$ cat src/hw/rtl/rtre_pkg.sv
`timescale 1ns / 1ps
// ----------------------------------------------------------------------------
// rtre_pkg: shared types and constants of the RGB target ramp engine
// Holds the channel payload structs, the controller states, the command and
// status groups between controller and datapath, and the fixed widths.
// ----------------------------------------------------------------------------
package rtre_pkg;

    localparam int PIXEL_COUNT_DEF = 32;
    localparam int PIX_FIELD_W     = 6;
    localparam int COLOR_W         = 8;
    localparam int GAIN_W          = 10;
    localparam int GAIN_FULL       = 1000;
    localparam int GAIN_RESET      = 20;

    // Magnitude of error times gain: 8 bits by 10 bits.
    localparam int MAG_W           = COLOR_W + GAIN_W;

    // Division by GAIN_FULL as a multiplication by a rounded-up reciprocal.
    // Exact for every magnitude up to 255 * 1000.
    localparam int RECIP_SHIFT     = 28;
    localparam int RECIP_MULT      = ((2 ** RECIP_SHIFT) + GAIN_FULL - 1) / GAIN_FULL;
    localparam int RECIP_W         = 19;
    localparam int RECIP_PROD_W    = MAG_W + RECIP_W;

    typedef logic [2:0][COLOR_W-1:0] rgb_t;

    typedef struct packed {
        logic                   action;
        logic [PIX_FIELD_W-1:0] pixel_index;
        logic [COLOR_W-1:0]     red_target;
        logic [COLOR_W-1:0]     green_target;
        logic [COLOR_W-1:0]     blue_target;
    } in_item_t;

    typedef struct packed {
        logic [PIX_FIELD_W-1:0] out_pixel;
        logic [COLOR_W-1:0]     red_now;
        logic [COLOR_W-1:0]     green_now;
        logic [COLOR_W-1:0]     blue_now;
        logic                   frame_end;
    } out_item_t;

    localparam logic ACT_SET_TARGET = 1'b0;
    localparam logic ACT_FRAME_TICK = 1'b1;

    typedef enum logic [2:0] {
        ST_IDLE,
        ST_READ,
        ST_MUL,
        ST_DIV,
        ST_WB
    } ctrl_state_t;

    typedef struct packed {
        logic tgt_wr;
        logic idx_clr;
        logic idx_inc;
        logic rd_en;
        logic mul_en;
        logic div_en;
        logic wb_en;
    } ctrl_cmd_t;

    typedef struct packed {
        logic last_pixel;
        logic out_free;
    } dp_status_t;

endpackage

$ cat src/hw/rtl/rtre_ctrl.sv
`timescale 1ns / 1ps
// ----------------------------------------------------------------------------
// rtre_ctrl: sequencer of the RGB target ramp engine
// Accepts items while idle and steps each pixel of a frame tick through
// read, multiply, divide and write-back.
// ----------------------------------------------------------------------------
module rtre_ctrl (
    input  logic                  aclk,
    input  logic                  aresetn,
    input  logic                  s_valid,
    input  logic                  s_action,
    output logic                  s_ready,
    input  rtre_pkg::dp_status_t  status,
    output rtre_pkg::ctrl_cmd_t   cmd
);

    rtre_pkg::ctrl_state_t state_reg;
    rtre_pkg::ctrl_state_t state_next;

    always_ff @(posedge aclk) begin
        if (!aresetn) begin
            state_reg <= rtre_pkg::ST_IDLE;
        end else begin
            state_reg <= state_next;
        end
    end

    always_comb begin
        state_next = state_reg;
        case (state_reg)
            rtre_pkg::ST_IDLE: begin
                if (s_valid && (s_action == rtre_pkg::ACT_FRAME_TICK)) begin
                    state_next = rtre_pkg::ST_READ;
                end
            end
            rtre_pkg::ST_READ: state_next = rtre_pkg::ST_MUL;
            rtre_pkg::ST_MUL:  state_next = rtre_pkg::ST_DIV;
            rtre_pkg::ST_DIV:  state_next = rtre_pkg::ST_WB;
            rtre_pkg::ST_WB: begin
                if (status.out_free) begin
                    state_next = status.last_pixel ? rtre_pkg::ST_IDLE : rtre_pkg::ST_READ;
                end
            end
            default: state_next = rtre_pkg::ST_IDLE;
        endcase
    end

    always_comb begin
        cmd     = '0;
        s_ready = 1'b0;
        case (state_reg)
            rtre_pkg::ST_IDLE: begin
                s_ready     = 1'b1;
                cmd.tgt_wr  = s_valid && (s_action == rtre_pkg::ACT_SET_TARGET);
                cmd.idx_clr = s_valid && (s_action == rtre_pkg::ACT_FRAME_TICK);
            end
            rtre_pkg::ST_READ: cmd.rd_en  = 1'b1;
            rtre_pkg::ST_MUL:  cmd.mul_en = 1'b1;
            rtre_pkg::ST_DIV:  cmd.div_en = 1'b1;
            rtre_pkg::ST_WB: begin
                cmd.wb_en   = status.out_free;
                cmd.idx_inc = status.out_free && !status.last_pixel;
            end
            default: begin
                cmd     = '0;
                s_ready = 1'b0;
            end
        endcase
    end

endmodule

$ cat src/hw/rtl/rtre_datapath.sv
`timescale 1ns / 1ps
// ----------------------------------------------------------------------------
// rtre_datapath: color stores and ramp arithmetic
// Holds both color memories with their valid bits, the gain register, the
// per-pixel arithmetic stages and the output register.
// ----------------------------------------------------------------------------
module rtre_datapath #(
    parameter int PIXEL_COUNT = rtre_pkg::PIXEL_COUNT_DEF
) (
    input  logic                          aclk,
    input  logic                          aresetn,
    input  logic                          cfg_we,
    input  logic [rtre_pkg::GAIN_W-1:0]   cfg_wdata,
    input  rtre_pkg::in_item_t            s_data,
    input  logic                          m_ready,
    output logic                          m_valid,
    output rtre_pkg::out_item_t           m_data,
    input  rtre_pkg::ctrl_cmd_t           cmd,
    output rtre_pkg::dp_status_t          status
);

    localparam int IDX_W = (PIXEL_COUNT > 1) ? $clog2(PIXEL_COUNT) : 1;
    localparam logic [IDX_W-1:0] LAST_IDX = IDX_W'(PIXEL_COUNT - 1);

    // Stores, valid bits and gain.
    rtre_pkg::rgb_t                 cur_mem_reg [PIXEL_COUNT];
    rtre_pkg::rgb_t                 tgt_mem_reg [PIXEL_COUNT];
    logic [PIXEL_COUNT-1:0]         cur_valid_reg;
    logic [PIXEL_COUNT-1:0]         tgt_valid_reg;
    logic [rtre_pkg::GAIN_W-1:0]    gain_reg;
    logic [IDX_W-1:0]               idx_reg;

    // Read stage.
    rtre_pkg::rgb_t                 cur_rd_reg;
    rtre_pkg::rgb_t                 tgt_rd_reg;
    logic                           cur_vld_reg;
    logic                           tgt_vld_reg;

    // Multiply and divide stages.
    rtre_pkg::rgb_t                 base_reg;
    logic [2:0]                     neg_reg;
    logic [2:0][rtre_pkg::MAG_W-1:0] mag_reg;
    rtre_pkg::rgb_t                 quot_reg;

    // Output register.
    logic                           out_valid_reg;
    rtre_pkg::out_item_t            out_data_reg;

    logic                           tgt_in_range;
    logic [rtre_pkg::GAIN_W-1:0]    gain_eff;
    rtre_pkg::rgb_t                 cur_eff;
    rtre_pkg::rgb_t                 tgt_eff;
    logic [2:0]                     neg_next;
    logic [2:0][rtre_pkg::MAG_W-1:0] mag_next;
    rtre_pkg::rgb_t                 quot_next;
    rtre_pkg::rgb_t                 color_next;
    rtre_pkg::rgb_t                 tgt_wdata;

    assign tgt_in_range = ({1'b0, s_data.pixel_index} < 7'(PIXEL_COUNT));
    assign tgt_wdata    = {s_data.red_target, s_data.green_target, s_data.blue_target};
    assign gain_eff     = (gain_reg > rtre_pkg::GAIN_W'(rtre_pkg::GAIN_FULL))
                          ? rtre_pkg::GAIN_W'(rtre_pkg::GAIN_FULL) : gain_reg;

    assign status.last_pixel = (idx_reg == LAST_IDX);
    assign status.out_free   = !out_valid_reg || m_ready;

    always_ff @(posedge aclk) begin
        if (!aresetn) begin
            gain_reg      <= rtre_pkg::GAIN_W'(rtre_pkg::GAIN_RESET);
            cur_valid_reg <= '0;
            tgt_valid_reg <= '0;
            idx_reg       <= '0;
            out_valid_reg <= 1'b0;
        end else begin
            if (cfg_we) begin
                gain_reg <= cfg_wdata;
            end
            if (cmd.tgt_wr && tgt_in_range) begin
                tgt_valid_reg[s_data.pixel_index[IDX_W-1:0]] <= 1'b1;
            end
            if (cmd.wb_en) begin
                cur_valid_reg[idx_reg] <= 1'b1;
            end
            if (cmd.idx_clr) begin
                idx_reg <= '0;
            end else if (cmd.idx_inc) begin
                idx_reg <= idx_reg + IDX_W'(1);
            end
            if (cmd.wb_en) begin
                out_valid_reg <= 1'b1;
            end else if (m_ready) begin
                out_valid_reg <= 1'b0;
            end
        end
    end

    // Memory writes and registered reads.
    always_ff @(posedge aclk) begin
        if (cmd.tgt_wr && tgt_in_range) begin
            tgt_mem_reg[s_data.pixel_index[IDX_W-1:0]] <= tgt_wdata;
        end
        if (cmd.wb_en) begin
            cur_mem_reg[idx_reg] <= color_next;
        end
        if (cmd.rd_en) begin
            cur_rd_reg  <= cur_mem_reg[idx_reg];
            tgt_rd_reg  <= tgt_mem_reg[idx_reg];
            cur_vld_reg <= cur_valid_reg[idx_reg];
            tgt_vld_reg <= tgt_valid_reg[idx_reg];
        end
    end

    // An entry never written reads as black.
    assign cur_eff = cur_vld_reg ? cur_rd_reg : '0;
    assign tgt_eff = tgt_vld_reg ? tgt_rd_reg : '0;

    always_comb begin
        logic [rtre_pkg::COLOR_W-1:0]           diff;
        logic [rtre_pkg::RECIP_PROD_W-1:0]      recip_prod;
        logic [rtre_pkg::COLOR_W-1:0]           step;
        for (int c = 0; c < 3; c++) begin
            neg_next[c] = (cur_eff[c] < tgt_eff[c]);
            diff        = neg_next[c] ? (tgt_eff[c] - cur_eff[c]) : (cur_eff[c] - tgt_eff[c]);
            mag_next[c] = rtre_pkg::MAG_W'(diff) * rtre_pkg::MAG_W'(gain_eff);

            recip_prod   = rtre_pkg::RECIP_PROD_W'(mag_reg[c])
                           * rtre_pkg::RECIP_PROD_W'(rtre_pkg::RECIP_MULT);
            quot_next[c] = recip_prod[rtre_pkg::RECIP_SHIFT +: rtre_pkg::COLOR_W];

            // A nonzero product whose quotient truncates to zero still moves one count.
            step = ((quot_reg[c] == '0) && (mag_reg[c] != '0))
                   ? rtre_pkg::COLOR_W'(1) : quot_reg[c];
            color_next[c] = neg_reg[c] ? (base_reg[c] + step) : (base_reg[c] - step);
        end
    end

    always_ff @(posedge aclk) begin
        if (cmd.mul_en) begin
            base_reg <= cur_eff;
            neg_reg  <= neg_next;
            mag_reg  <= mag_next;
        end
        if (cmd.div_en) begin
            quot_reg <= quot_next;
        end
        if (cmd.wb_en) begin
            out_data_reg.out_pixel <= rtre_pkg::PIX_FIELD_W'(idx_reg);
            out_data_reg.red_now   <= color_next[2];
            out_data_reg.green_now <= color_next[1];
            out_data_reg.blue_now  <= color_next[0];
            out_data_reg.frame_end <= status.last_pixel;
        end
    end

    assign m_valid = out_valid_reg;
    assign m_data  = out_data_reg;

endmodule

$ cat src/hw/rtl/rgb_target_ramp_engine_unit.sv
`timescale 1ns / 1ps
// ----------------------------------------------------------------------------
// rgb_target_ramp_engine_unit: RGB target ramp engine, top level
// Fades a table of pixels toward their target colors, a fraction of the
// remaining error per frame tick, and streams out every updated pixel.
// ----------------------------------------------------------------------------
//
//  Channel   Ports                       Direction  Moves
//  input     s_valid / s_ready / s_data  in         target write or frame tick
//  result    m_valid / m_ready / m_data  out        one updated pixel color
//  config    cfg_we / cfg_wdata          in         ramp gain, thousandths
//
// A target write produces no result. A frame tick walks the pixels one by
// one, and the block takes no new input transfer meanwhile: each pixel
// runs in turn through a memory read, the error times gain multiply, the
// reciprocal multiply that divides by one thousand, and write-back into the
// current-color store.
// Reset is synchronous and active low; both stores read as black afterward
// through per-entry valid bits, so no clearing pass is needed.
// A stalled result holds write-back of the next pixel; the block takes a new
// input transfer once the last pixel of a frame sits in the output register.
// ----------------------------------------------------------------------------
module rgb_target_ramp_engine_unit #(
    parameter int PIXEL_COUNT = rtre_pkg::PIXEL_COUNT_DEF
) (
    input  logic                          aclk,
    input  logic                          aresetn,
    input  logic                          cfg_we,
    input  logic [rtre_pkg::GAIN_W-1:0]   cfg_wdata,
    input  logic                          s_valid,
    output logic                          s_ready,
    input  rtre_pkg::in_item_t            s_data,
    output logic                          m_valid,
    input  logic                          m_ready,
    output rtre_pkg::out_item_t           m_data
);

    // The controller sees only the handshake and the action bit of the input;
    // all arithmetic and storage live in the datapath.
    rtre_pkg::ctrl_cmd_t  cmd;
    rtre_pkg::dp_status_t status;

    rtre_ctrl u_ctrl (
        .aclk     (aclk),
        .aresetn  (aresetn),
        .s_valid  (s_valid),
        .s_action (s_data.action),
        .s_ready  (s_ready),
        .status   (status),
        .cmd      (cmd)
    );

    rtre_datapath #(
        .PIXEL_COUNT (PIXEL_COUNT)
    ) u_datapath (
        .aclk      (aclk),
        .aresetn   (aresetn),
        .cfg_we    (cfg_we),
        .cfg_wdata (cfg_wdata),
        .s_data    (s_data),
        .m_ready   (m_ready),
        .m_valid   (m_valid),
        .m_data    (m_data),
        .cmd       (cmd),
        .status    (status)
    );

endmodule

$ cat config.mk
export PLATFORM = sky130hd
export DESIGN_NAME = rgb_target_ramp_engine_unit
export DESIGN_NICKNAME = d
export VERILOG_FILES = /design/src/hw/rtl/rtre_pkg.sv /design/src/hw/rtl/rtre_ctrl.sv /design/src/hw/rtl/rtre_datapath.sv /design/src/hw/rtl/rgb_target_ramp_engine_unit.sv
export SDC_FILE = /design/constraint.sdc
export NUM_CORES = 2
export LEC_CHECK = 0
export BUFFER_PORTS_ARGS = -buffer_cell sky130_fd_sc_hd__buf_4
export CORE_MARGIN = 2
export CORE_UTILIZATION = 55
export CTS_CLUSTER_DIAMETER = 50
export CTS_CLUSTER_SIZE = 24
export DETAILED_ROUTE_END_ITERATION = 8
export PLACE_DENSITY_LB_ADDON = 0.12
export SLEW_MARGIN = 20
export SYNTH_ARGS = -nofsm -noshare
export SYNTH_HDL_FRONTEND = slang
export SYNTH_SLANG_ARGS = --single-unit
$ cat constraint.sdc
create_clock -name aclk -period 6.8 [get_ports aclk]
set_input_delay 0 -clock aclk [delete_from_list [all_inputs] [get_ports aclk]]
set_output_delay 0 -clock aclk [all_outputs]
set_load 0.02 [all_outputs]
==> parameters.txt <==
Parameter                              Value

Min path
  Kind of path behind the tightest hold check    input pin to register

Synthesis
  Cell area after synthesis    between 0.08 and 0.09 sq mm
  Async set or reset register ratio after synthesis    0
  Fraction of post-synthesis cell area in the top cell type by area    0.584
  Number of enable-type register cells in the synthesized netlist    1721
  Cell with the most instances after synthesis    edfxtp_1
  Yosys reg bits    approximately 1800
  Net Count, Synth    6449
  Largest cells by area after synthesis    edfxtp_1 58%, mux4_2 10%, ha_1 9.1%
  Post-synthesis cell type count    ~80
  Fraction of the yosys area taken by sequential cells    0.603
  Most frequent cells after synthesis    1721 x edfxtp_1, 647 x ha_1, 627 x inv_1, 400 x mux4_2, 342 x nor2_1
  Ys Warns    0
  Cell count after synthesis    about 5500
  Cell type contributing the most total cell area after synthesis    edfxtp_1
  Primary flip-flop cell chosen by synthesis mapping    edfxtp_1
  Syn avg cell area    around 16 sq um

Final layout
  Fill cell instance count of the final layout    about 11000
  Fraction of final layout cells sized beyond drive strength 1    0.213
  Nets    roughly 6800
  Area Growth Syn to Fin    13.6%
  Final core utilization    0.628

STA
  Final Cycle Share    0.989
  Fin Setup TNS    0 ps
  Worst setup margin    between 70 and 80 ps
  Number of hold violations in the final report    0
  Rel. slew slack    0.288
  Max-slew violation total from the final report    0
  Maximum clock rate    approximately 150 MHz
  Measured slew at the worst slew-check pin    between 1000 and 1500 ps
  Setup clock skew after layout    around 86 ps
  Worst-case hold slack    between 90 and 100 ps
  Final min period    around 6700 ps
  Final setup violation count    0
  Unrepaired setup endpoints after global routing    true

Placed design
  HPWL Detailed    around 140000 um
  Setup WS pre-CTS    -168 ps
  Gpl congestion    0.848
  Number of buffer cells added on primary ports    slightly below 80

Setup path
  Data required, critical path    about 7300 ps
  Worst-path fanout max    5
  Worst path max stage delay    about 500 ps
  Slowest cell on crit path    fa_1
  Type of the setup path with the least slack    register to register
  Data arrival at the endpoint of the critical path    7270 ps
  Crit end category    register
  Type of element launching the critical path    register

Routing
  Routed via count divided by cell count    between 6 and 7
  DRT antenna net count    0
  Detail-routed net length per standard cell    between 20 and 30 um
  Total vias in the final route    between 40000 and 50000
  Detailed-route DRC error count    0
  Detailed-routing iteration count for the pre-antenna-repair pass    7
  Iteration-0 DRC count of the detailed router    5254
  Total detailed-routing wirelength    approximately 220000 um

Floorplan
  Number of cell rows    147
  Starting density of the core    0.552
  Die X-Extent    405 um
  Total Die Area    roughly 0.16 sq mm
  Standard cell core area    0.160 sq mm
  Height of the die    a little over 400 um
  Total I/O pin count    79

Power and ir drop
  VDD IR-drop max    between 0.001 and 0.0015 V
  Total power divided by cell area    469 mW/mm^2
  Net switching component of the power    18100 uW
  Share of power burned in registers    0.302
  Fraction of power consumed by the clock network    0.190
  Fraction of power spent switching nets    0.384
  Leakage Power    between 0.03 and 0.04 uW
  Relative contribution of combinational cells to total power    0.508
  Power after layout    about 47000 uW
  Internal power    29000 uW

Flow run
  Max cap viols    0

Global route
  Initial antenna violation count    14
  Grt total ovfl    0
  All-Layer GR Usage    0.273
  Number of global-route vias before repair    49200
  Largest net degree at the start of global routing    140
  Wire length of the first global-routing pass    roughly 320000 um

CTS
  Total CTS buffers    around 140
  Max Buffers Root-to-Sink    3
  Insertion delay of the later-clocked pin in the worst-skew pair    roughly 850 ps
  CTS clock-pin slew for the worst setup and hold paths    approximately 60 ps
  CTS tree    yes
  Maximum level of the CTS H-tree    4
  Cell chosen for the clock root    clkbuf_16
  Number of sinks on the clock net    ~1800

Outcome
  Run status    completed
## critical path, delay by kind of cell, from the launching register on
family          cells  cell delay (ps)
flops               1              490
mux                 1              300
xor+xnor            1              130
fa+ha+maj           6             2380
simple gates        4             1040
buf+inv             6              480
compound gates      8             1650
## power by group through the flow
stage	Combinational (uW)	Clock (uW)	Sequential [uW]
after floorplan	16300	0	14300
after detailed placement	22900	0	14500
final	24000	8970	14200
after global routing	27900	9510	14300
after global placement	22400	0	14500
after CTS	23300	9110	14200
## layout make-up
class                           count  area [sq um]  share of cell area
Tap cell                         2160          2700              0.0269
Sequential cell                  1804         53300               0.531
Clock inverter                    114          1550              0.0154
Timing Repair Buffer              394          3290              0.0328
Antenna cell                        4          10.0           0.0000996
Clock buffer                      149          3630              0.0361
Multi-Input combinational cell   2840         33600               0.335
Inverter                          629          2360              0.0235
## logic make-up after synthesis
| group | share of synthesized area |
|---|---|
| other cells | 0.0000424 |
| simple gates | 0.0464 |
| buf+inv | 0.0350 |
| compound gates | 0.0383 |
| mux | 0.108 |
| xor+xnor | 0.0119 |
| fa+ha+maj | 0.157 |
| flops | 0.603 |
## metal layers
| metal | global-route usage | routed length [um] | vias up |
|---|---|---|---|
| met1 | 0.387 | 90400 | 25700 |
| met5 | 0 | 53 | - |
| met4 | 0.0659 | 5050 | 8 |
| met3 | 0.0477 | 18100 | 290 |
| met2 | 0.443 | 107000 | 1983 |
| li1 | - | - | 21200 |
## stage by stage
| step | instance area (sq um) | instances |
|---|---|---|
| after global placement | 93500 | 7730 |
| after detailed placement | 93500 | 7730 |
| final | 101000 | 8094 |
| after global routing | 101000 | 8093 |
| after floorplan | 88500 | 5465 |
| after CTS | 99400 | 8060 |
## cell usage in the layout, fill, tap and decap left out, drive strengths merged, types with 78 or more instances in the layout
cell type,count
a21oi,78
a22oi,200
and2,112
buf,332
clkbuf,149
dfxtp,83
edfxtp,1721
fa,291
ha,647
inv,684
mux4,400
nand2,140
nor2,342
## timing repair
item                                    in CTS  in global routing
gates cloned                                 0                  2
endpoints found under the hold margin     1000                  0
endpoints found under the setup margin       9                 21
resized for setup                           16                182
hold buffers                                62                  0
buffers inserted                             5                 29
pin swaps                                    4                 72
## worst paths after layout
kind | from | to | slack [ps] | cells after the start
setup / recovery | u_datapath.tgt_vld_reg | u_datapath.mag_reg[35] | 70 | 26
hold / removal | m_ready | u_datapath.m_valid | 100 | 5
setup reg to reg | u_datapath.tgt_vld_reg | u_datapath.mag_reg[35] | 70 | 26
hold reg to reg | u_datapath.cur_valid_reg[2] | u_datapath.cur_valid_reg[2] | 470 | 2
Power figures use the tool's default switching activity.
